File: src/design/psf_pkg.sv
// package: sample formats, format tags, register indexes and latency
`timescale 1ns / 1ps
package psf_pkg;

   localparam logic [15:0] TAG_INT_PCM    = 16'h0001;
   localparam logic [15:0] TAG_IEEE_FLOAT = 16'h0003;

   localparam logic [7:0] CSR_FORMAT_TAG      = 8'd0;
   localparam logic [7:0] CSR_BITS_PER_SAMPLE = 8'd1;

   localparam logic [15:0] RESET_FORMAT_TAG      = TAG_INT_PCM;
   localparam logic [7:0]  RESET_BITS_PER_SAMPLE = 8'd16;

   localparam int unsigned LATENCY = 4;

   typedef enum logic [2:0] {
      FMT_U8,
      FMT_S16,
      FMT_S24,
      FMT_S32,
      FMT_F32,
      FMT_F64,
      FMT_NONE
   } fmt_type;

endpackage

File: src/design/psf_convert.sv
// four-stage conversion pipeline from raw sample bytes to a single-precision pattern
`timescale 1ns / 1ps
module psf_convert (
   input  logic             clock,
   input  logic             reset,
   input  logic             in_valid,
   input  psf_pkg::fmt_type in_fmt,
   input  logic [63:0]      in_raw,
   output logic             out_valid,
   output logic [31:0]      out_value,
   output logic             out_known
);
   import psf_pkg::*;

   // stage 1: captured item
   logic        v1_ff;
   fmt_type     fmt1_ff;
   logic [63:0] raw1_ff;

   // stage 2: unpacked fields
   logic        v2_ff, v2_in;
   logic        spec2_ff, spec2_in;
   logic [31:0] specval2_ff, specval2_in;
   logic        known2_ff, known2_in;
   logic        f64_2_ff, f64_2_in;
   logic        sign2_ff, sign2_in;
   logic [31:0] mag2_ff, mag2_in;
   logic [4:0]  k2_ff, k2_in;
   logic [52:0] sig2_ff, sig2_in;
   logic [5:0]  sh2_ff, sh2_in;
   logic        sub2_ff, sub2_in;
   logic [7:0]  fe2_ff, fe2_in;

   // stage 3: aligned significand and round decision
   logic        v3_ff, v3_in;
   logic        spec3_ff, spec3_in;
   logic [31:0] specval3_ff, specval3_in;
   logic        known3_ff, known3_in;
   logic        sign3_ff, sign3_in;
   logic [30:0] base3_ff, base3_in;
   logic        inc3_ff, inc3_in;

   // output
   logic        v4_ff;
   logic [31:0] value4_ff, value4_in;
   logic        known4_ff;

   always_ff @(posedge clock) begin
      if (reset) begin
         v1_ff <= 1'b0;
         v2_ff <= 1'b0;
         v3_ff <= 1'b0;
         v4_ff <= 1'b0;
      end else begin
         v1_ff <= in_valid;
         v2_ff <= v2_in;
         v3_ff <= v3_in;
         v4_ff <= v3_ff;
      end
   end

   always_ff @(posedge clock) begin
      fmt1_ff     <= in_fmt;
      raw1_ff     <= in_raw;
      spec2_ff    <= spec2_in;
      specval2_ff <= specval2_in;
      known2_ff   <= known2_in;
      f64_2_ff    <= f64_2_in;
      sign2_ff    <= sign2_in;
      mag2_ff     <= mag2_in;
      k2_ff       <= k2_in;
      sig2_ff     <= sig2_in;
      sh2_ff      <= sh2_in;
      sub2_ff     <= sub2_in;
      fe2_ff      <= fe2_in;
      spec3_ff    <= spec3_in;
      specval3_ff <= specval3_in;
      known3_ff   <= known3_in;
      sign3_ff    <= sign3_in;
      base3_ff    <= base3_in;
      inc3_ff     <= inc3_in;
      value4_ff   <= value4_in;
      known4_ff   <= known3_ff;
   end

   // stage 2: sign and magnitude for pcm, field split and special cases for double
   logic signed [32:0] sval;
   logic [10:0]        ex;
   logic signed [12:0] fe;

   always_comb begin
      v2_in       = v1_ff;
      spec2_in    = 1'b0;
      specval2_in = 32'h0;
      known2_in   = 1'b1;
      f64_2_in    = 1'b0;
      sign2_in    = 1'b0;
      k2_in       = 5'd0;
      sval        = 33'sd0;
      ex          = raw1_ff[62:52];
      fe          = $signed({2'b00, ex}) - 13'sd896;
      sig2_in     = {1'b1, raw1_ff[51:0]};
      sh2_in      = 6'd29;
      sub2_in     = 1'b0;
      fe2_in      = fe[7:0];
      case (fmt1_ff)
         FMT_U8: begin
            sval  = $signed({25'd0, raw1_ff[7:0]}) - 33'sd128;
            k2_in = 5'd7;
         end
         FMT_S16: begin
            sval  = {{17{raw1_ff[15]}}, raw1_ff[15:0]};
            k2_in = 5'd15;
         end
         FMT_S24: begin
            sval  = {{9{raw1_ff[23]}}, raw1_ff[23:0]};
            k2_in = 5'd23;
         end
         FMT_S32: begin
            sval  = {raw1_ff[31], raw1_ff[31:0]};
            k2_in = 5'd31;
         end
         FMT_F32: begin
            spec2_in    = 1'b1;
            specval2_in = raw1_ff[31:0];
         end
         FMT_F64: begin
            f64_2_in = 1'b1;
            sign2_in = raw1_ff[63];
            if (ex == 11'h7FF) begin
               spec2_in = 1'b1;
               if (raw1_ff[51:0] != 52'd0) begin
                  // quiet nan, top payload bits kept
                  specval2_in = {raw1_ff[63], 31'h7FC00000 | {8'd0, raw1_ff[51:29]}};
               end else begin
                  specval2_in = {raw1_ff[63], 31'h7F800000};
               end
            end else if (ex == 11'd0) begin
               spec2_in    = 1'b1;
               specval2_in = {raw1_ff[63], 31'd0};
            end else if (fe >= 13'sd255) begin
               spec2_in    = 1'b1;
               specval2_in = {raw1_ff[63], 31'h7F800000};
            end else if (fe <= -13'sd30) begin
               spec2_in    = 1'b1;
               specval2_in = {raw1_ff[63], 31'd0};
            end else if (fe < 13'sd1) begin
               sub2_in = 1'b1;
               sh2_in  = 6'(13'sd30 - fe);
            end
         end
         default: begin
            spec2_in  = 1'b1;
            known2_in = 1'b0;
         end
      endcase
      if (!f64_2_in) begin
         sign2_in = sval[32];
      end
      mag2_in = sval[32] ? 32'(-sval) : sval[31:0];
   end

   // stage 3: normalise the pcm magnitude, align the double significand
   logic [31:0]  n;
   logic [4:0]   cnt;
   logic [116:0] ext;
   logic [52:0]  q;
   logic         g, s;
   logic [30:0]  base;

   always_comb begin
      n   = mag2_ff;
      cnt = 5'd0;
      if (n[31:16] == 16'd0) begin n = n << 16; cnt = cnt + 5'd16; end
      if (n[31:24] == 8'd0)  begin n = n << 8;  cnt = cnt + 5'd8;  end
      if (n[31:28] == 4'd0)  begin n = n << 4;  cnt = cnt + 5'd4;  end
      if (n[31:30] == 2'd0)  begin n = n << 2;  cnt = cnt + 5'd2;  end
      if (n[31] == 1'b0)     begin n = n << 1;  cnt = cnt + 5'd1;  end
      ext = {sig2_ff, 64'd0} >> sh2_ff;
      q   = ext[116:64];
      if (f64_2_ff) begin
         g    = ext[63];
         s    = |ext[62:0];
         base = sub2_ff ? {8'd0, q[22:0]} : {fe2_ff, q[22:0]};
      end else begin
         g    = n[7];
         s    = |n[6:0];
         base = {8'(9'd158 - {4'd0, cnt} - {4'd0, k2_ff}), n[30:8]};
      end
      v3_in       = v2_ff;
      known3_in   = known2_ff;
      sign3_in    = sign2_ff;
      base3_in    = base;
      inc3_in     = g & (s | base[0]);
      spec3_in    = spec2_ff | (!f64_2_ff && mag2_ff == 32'd0);
      specval3_in = spec2_ff ? specval2_ff : 32'd0;
   end

   // stage 4: round and pack, carry may step into the exponent or to infinity
   assign value4_in = spec3_ff ? specval3_ff : {sign3_ff, base3_ff + {30'd0, inc3_ff}};

   assign out_valid = v4_ff;
   assign out_value = value4_ff;
   assign out_known = known4_ff;

endmodule

File: src/design/pcm_sample_to_float.sv
// top level: register port, format decode and conversion pipeline
`timescale 1ns / 1ps
// pcm_sample_to_float turns the raw little-endian bytes of one wav sample into an
// ieee-754 single, in [-1, 1] for pcm. format follows from format_tag (register 0)
// and bits_per_sample (register 1): unsigned 8-bit, signed 16/24/32-bit pcm,
// float32 passed through, float64 narrowed with round to nearest even. any other
// pair gives +0.0 with rsp_format_known low. a sample is taken on every clock edge
// where start is high; busy is always low, so one sample per cycle is sustained.
// each result is shown for one cycle, marked by rsp_strobe; the receiver cannot
// stall, so results are never held back. the pipeline has four stages: decode,
// field split, normalise or align, round and pack. the user must write registers
// only while no sample is in flight; the block itself does not enforce this.
module pcm_sample_to_float (
   input  logic        clock,
   input  logic        reset,
   input  logic        start,
   output logic        busy,
   input  logic [63:0] req_sample_bytes,
   output logic        rsp_strobe,
   output logic [31:0] rsp_value_bits,
   output logic        rsp_format_known,
   input  logic        csr_valid,
   output logic        csr_ready,
   input  logic [7:0]  csr_index,
   input  logic [15:0] csr_wdata
);
   import psf_pkg::*;

   logic [15:0] format_tag_ff;
   logic [7:0]  bits_per_sample_ff;
   fmt_type     fmt;

   // pipeline never stalls
   assign busy      = 1'b0;
   assign csr_ready = 1'b1;

   // register writes, unused indexes ignored
   always_ff @(posedge clock) begin
      if (reset) begin
         format_tag_ff      <= RESET_FORMAT_TAG;
         bits_per_sample_ff <= RESET_BITS_PER_SAMPLE;
      end else if (csr_valid && csr_ready) begin
         if (csr_index == CSR_FORMAT_TAG) begin
            format_tag_ff <= csr_wdata;
         end
         if (csr_index == CSR_BITS_PER_SAMPLE) begin
            bits_per_sample_ff <= csr_wdata[7:0];
         end
      end
   end

   // tag and depth to a sample format
   always_comb begin
      fmt = FMT_NONE;
      if (format_tag_ff == TAG_INT_PCM) begin
         case (bits_per_sample_ff)
            8'd8:    fmt = FMT_U8;
            8'd16:   fmt = FMT_S16;
            8'd24:   fmt = FMT_S24;
            8'd32:   fmt = FMT_S32;
            default: fmt = FMT_NONE;
         endcase
      end else if (format_tag_ff == TAG_IEEE_FLOAT) begin
         case (bits_per_sample_ff)
            8'd32:   fmt = FMT_F32;
            8'd64:   fmt = FMT_F64;
            default: fmt = FMT_NONE;
         endcase
      end
   end

   psf_convert u_convert (
      .clock     (clock),
      .reset     (reset),
      .in_valid  (start && !busy),
      .in_fmt    (fmt),
      .in_raw    (req_sample_bytes),
      .out_valid (rsp_strobe),
      .out_value (rsp_value_bits),
      .out_known (rsp_format_known)
   );

endmodule

File: config.mk
export PLATFORM = sky130hd
export DESIGN_NAME = pcm_sample_to_float
export DESIGN_NICKNAME = d
export VERILOG_FILES = /design/src/design/psf_pkg.sv /design/src/design/psf_convert.sv /design/src/design/pcm_sample_to_float.sv
export SDC_FILE = /design/constraint.sdc
export NUM_CORES = 1
export LEC_CHECK = 0
export BUFFER_PORTS_ARGS = -buffer_cell sky130_fd_sc_hd__buf_2
export CORE_MARGIN = 2
export CORE_UTILIZATION = 30
export CTS_CLUSTER_DIAMETER = 50
export DETAILED_ROUTE_END_ITERATION = 8
export HOLD_SLACK_MARGIN = 0.02
export PLACE_DENSITY = 0.44
export SETUP_SLACK_MARGIN = 0.2
export SLEW_MARGIN = 20
export SYNTH_ARGS = -nofsm -noshare
export SYNTH_HDL_FRONTEND = slang
export SYNTH_SLANG_ARGS = --single-unit
File: constraint.sdc
create_clock -name clock -period 10.5 [get_ports clock]
set_clock_uncertainty 0.15 [all_clocks]
set_input_delay 2.625 -clock clock [delete_from_list [all_inputs] [get_ports clock]]
set_output_delay 2.625 -clock clock [all_outputs]
set_load 0.02 [all_outputs]
==> results.md <==
- Setup crit end kind: flip-flop
- Pwr dens: 208 nW/um^2
- Int Pwr: approximately 2.6 mW
- Area of the multi-input gates: roughly 8400 sq um
- Synth cell types: 84
- Min Tclk post-route: approximately 5800 ps
- Top Ports: 128
- Clock power frac: 0.375
- Slew Limit Fails: 0
- WP data arrival: roughly 6100 ps
- Post-route setup slack: 4730 ps
- Number of synthesized register bits: around 330
- Routed vias/inst: ~5.3
- Mux share of post-synthesis cell area: 0.183
- Post-synthesis compound-gate area fraction: 0.149
- CTS tree: built
- Combinational power share: 0.219
- CP Launch Type: flip-flop
- Max clock buf depth: 3
- Initial antenna violation count: 3
- Reg power frac: 0.405
- Clk root buf: clkbuf_16
- H-tree Lvls: 2
- Fraction of layout cells with a size suffix above 1: 0.186
- Via count: 12700
- DRT Pass-1 Iters: 5
- Final setup vio count: 0
- Netlist Area Pre-Place: 15700 sq um
- Nets: 1810
- Largest net degree at the start of global routing: 68
- Synth top area cells: dfxtp_1 (43%), mux4_2 (8.2%), mux2i_1 (8.2%)
- Outcome: completed
- First-pass GRT wire length: 81100 um
- Adder-cell area share of the yosys netlist: 0.0153
- Global router's overall resource usage: 0.200
- Ys async rst share: 0
- Synth Net Count: between 1500 and 2000
- Hold Violations, Final: 0
- Largest area contributor in the netlist: dfxtp_1
- Unrepaired setup endpoints after global routing: no
- Simple-Gate Fraction of Synth Area: 0.157
- Rows: 83
- # fillers: 5348
- Drt drc: 0
- Number of port buffers: 125
- WS Path Type: flip-flop to flip-flop
- Register area share after synthesis: 0.426
- Clk sink count: 333
- Iteration-0 DRC Markers: 1001
- Wire per inst: between 20 and 25 um
- Fmax achieved: 173 MHz
- Chip Width: around 230 um
- Starting Density: 0.304
- Largest family of logic cells by synthesized area: multiplexers
- Grt ovf: 0
- Die area: 54000 sq um
- Slew HR: 0.309
- Pre-CTS setup slack: 4780 ps
- Area Growth Syn to Fin: 16.4%
- Slew @ Worst Pin: slightly above 1000 ps
- Core area: 51500 sq um
- Vias in the first global route: 12400
- Num CTS Buffers: 43
- Setup TNS: 0 ps
- Setup Fix Bufs, Post-CTS: 0
- Die height: roughly 230 um
- Clk Latency, worst-skew pair: approximately 570 ps
- CTS Hold Bufs: 0
- P_sw: 1.20 mW
- Leak: approximately 7.1 nW
- CP required: 10780 ps
- Gpl congestion: 0.901
- Syn avg cell area: 9.73 sq um
- DRT Wirelength: 54200 um
- Period utilization: 0.550
- XOR/XNOR share of the synthesized area: 0.0330
- Register Area: 6670 sq um
- HPWL after DPL: between 40000 and 50000 um
- YS warnings: 0
- HP Class: flip-flop to flip-flop
- Prevailing post-synth register cell: dfxtp_1
- Synth top area share: 0.426
- Core Util, Final: 0.354
- Post-CTS sizing: 0
- Max-Cap Viols: 0
- Gate Count Post-Synth: 1610
- Sw Ratio: 0.315
- Final ANT Viol Nets: 0
- Worst-path clk slew: ~50 ps
- Largest fanout on the critical path: 26
- Post-synth EDFFs: 0
- VDD IR max: around 0.11 mV
-- Yosys cell counts, drive strengths merged, types with 21 or more instances --
cell and count:
o21ai 104, mux2 27, a22o 27, nor4 25
xnor2 27, nor3 21, buf 37, clkbuf 58
nand2 169, xor2 32, nand3 51, mux4 57
dfxtp 333, a21oi 62, mux2i 128, and2 36
inv 27, nor2 129
-- flip-flops by register name (all words and copies together), names as in the netlist, 3 cells and up --
signal and cells:
bits_per_sample_ff 8, format_tag_ff 16, u_convert.base3_ff 31, u_convert.fe2_ff 8, u_convert.fmt1_ff 3, u_convert.k2_ff 3
u_convert.mag2_ff 32, u_convert.out_value 32, u_convert.raw1_ff 64, u_convert.sh2_ff 6, u_convert.sig2_ff 52, u_convert.specval2_ff 32
u_convert.specval3_ff 32
-- final cells by class --
cell class / count / area share
antenna: 1 / 0.000137
clock buffer: 57 / 0.0653
clock inverter: 21 / 0.0117
inverter: 30 / 0.00618
multi-input combinational: 1152 / 0.463
sequential: 333 / 0.366
tap: 680 / 0.0467
timing repair buffer: 140 / 0.0405
-- kinds of logic after synthesis --
group	after synthesis
other	2
buffers and inverters	125
XOR/XNOR	59
AND/OR/NAND/NOR	515
adder cells (fa/ha/maj)	18
AO/OA/AOI/OAI	346
flip-flops	333
multiplexers	212
-- per-layer routing --
layer  vias to the layer above  share of wire  global-route usage
met4                         0          0.026              0.0623
met5                         -              0                   0
met1                      6148           0.47               0.287
li1                       6056              -                   -
met3                        81          0.066              0.0325
met2                       426           0.44               0.306
-- critical path: stages (launching register included) --
cell	delay (ps)
dfxtp_1	330
or4_1	620
nor2_4	390
o21a_1	840
inv_2	330
o21ai_0	500
a211oi_4	100
nor2_4	610
inv_1	270
ha_1	260
ha_1	210
fa_1	410
a21oi_1	150
nor2_1	60
o21a_1	160
o21ai_0	150
nand2_1	80
-- final timing paths --
| check | startpoint | endpoint | slack, ps | cells past startpoint |
|---|---|---|---|---|
| max | u_convert.mag2_ff[25] | u_convert.base3_ff[28] | 4730 | 16 |
| min | u_convert.known3_ff | u_convert.out_known | 180 | 0 |
| max reg2reg | u_convert.mag2_ff[25] | u_convert.base3_ff[28] | 4730 | 16 |
| min reg2reg | u_convert.known3_ff | u_convert.out_known | 180 | 0 |
-- per-stage QoR --
step	hold WS, ps	total power [mW]	std cells	cell area [sq um]
floorplan	160	2.11	1610	15700
global placement	170	2.41	2335	16800
detailed placement	166	2.41	2335	16800
CTS	179	3.84	2413	18200
global route	192	3.99	2413	18200
finish	175	3.80	2414	18200
-- placed cells by master, fill, tap and decap left out, drive strengths merged, types with 6 or more instances in the layout --
master   count
a22oi       14
or3         15
nor4b        6
ha          16
xor2        32
nor2b       11
and3         9
a21oi       62
a211o        7
nor3        21
o21ai      104
a22o        27
a211oi      13
nand3       51
clkbuf      57
o2bb2ai      8
nor2       129
buf        140
a21o        17
mux4        57
xnor2       27
or4          6
o22ai       18
o211ai      12
clkinv      10
mux2i      128
nand2      169
and2        36
nand4       16
o31ai       11
nand2b       6
o221ai       7
mux2        27
a31oi        7
nor4        25
inv         35
dfxtp      333
-- power by group through the flow --
stage          Combinational, mW  Clock, mW  Sequential [mW]
3_3_place_gp               0.841          0             1.57
4_1_cts                    0.836       1.46             1.54
3_5_place_dp               0.836          0             1.57
6_report                   0.834       1.43             1.54
5_1_grt                    0.911       1.52             1.56
2_1_floorplan              0.526          0             1.59
(Power assumes the default switching activity.)
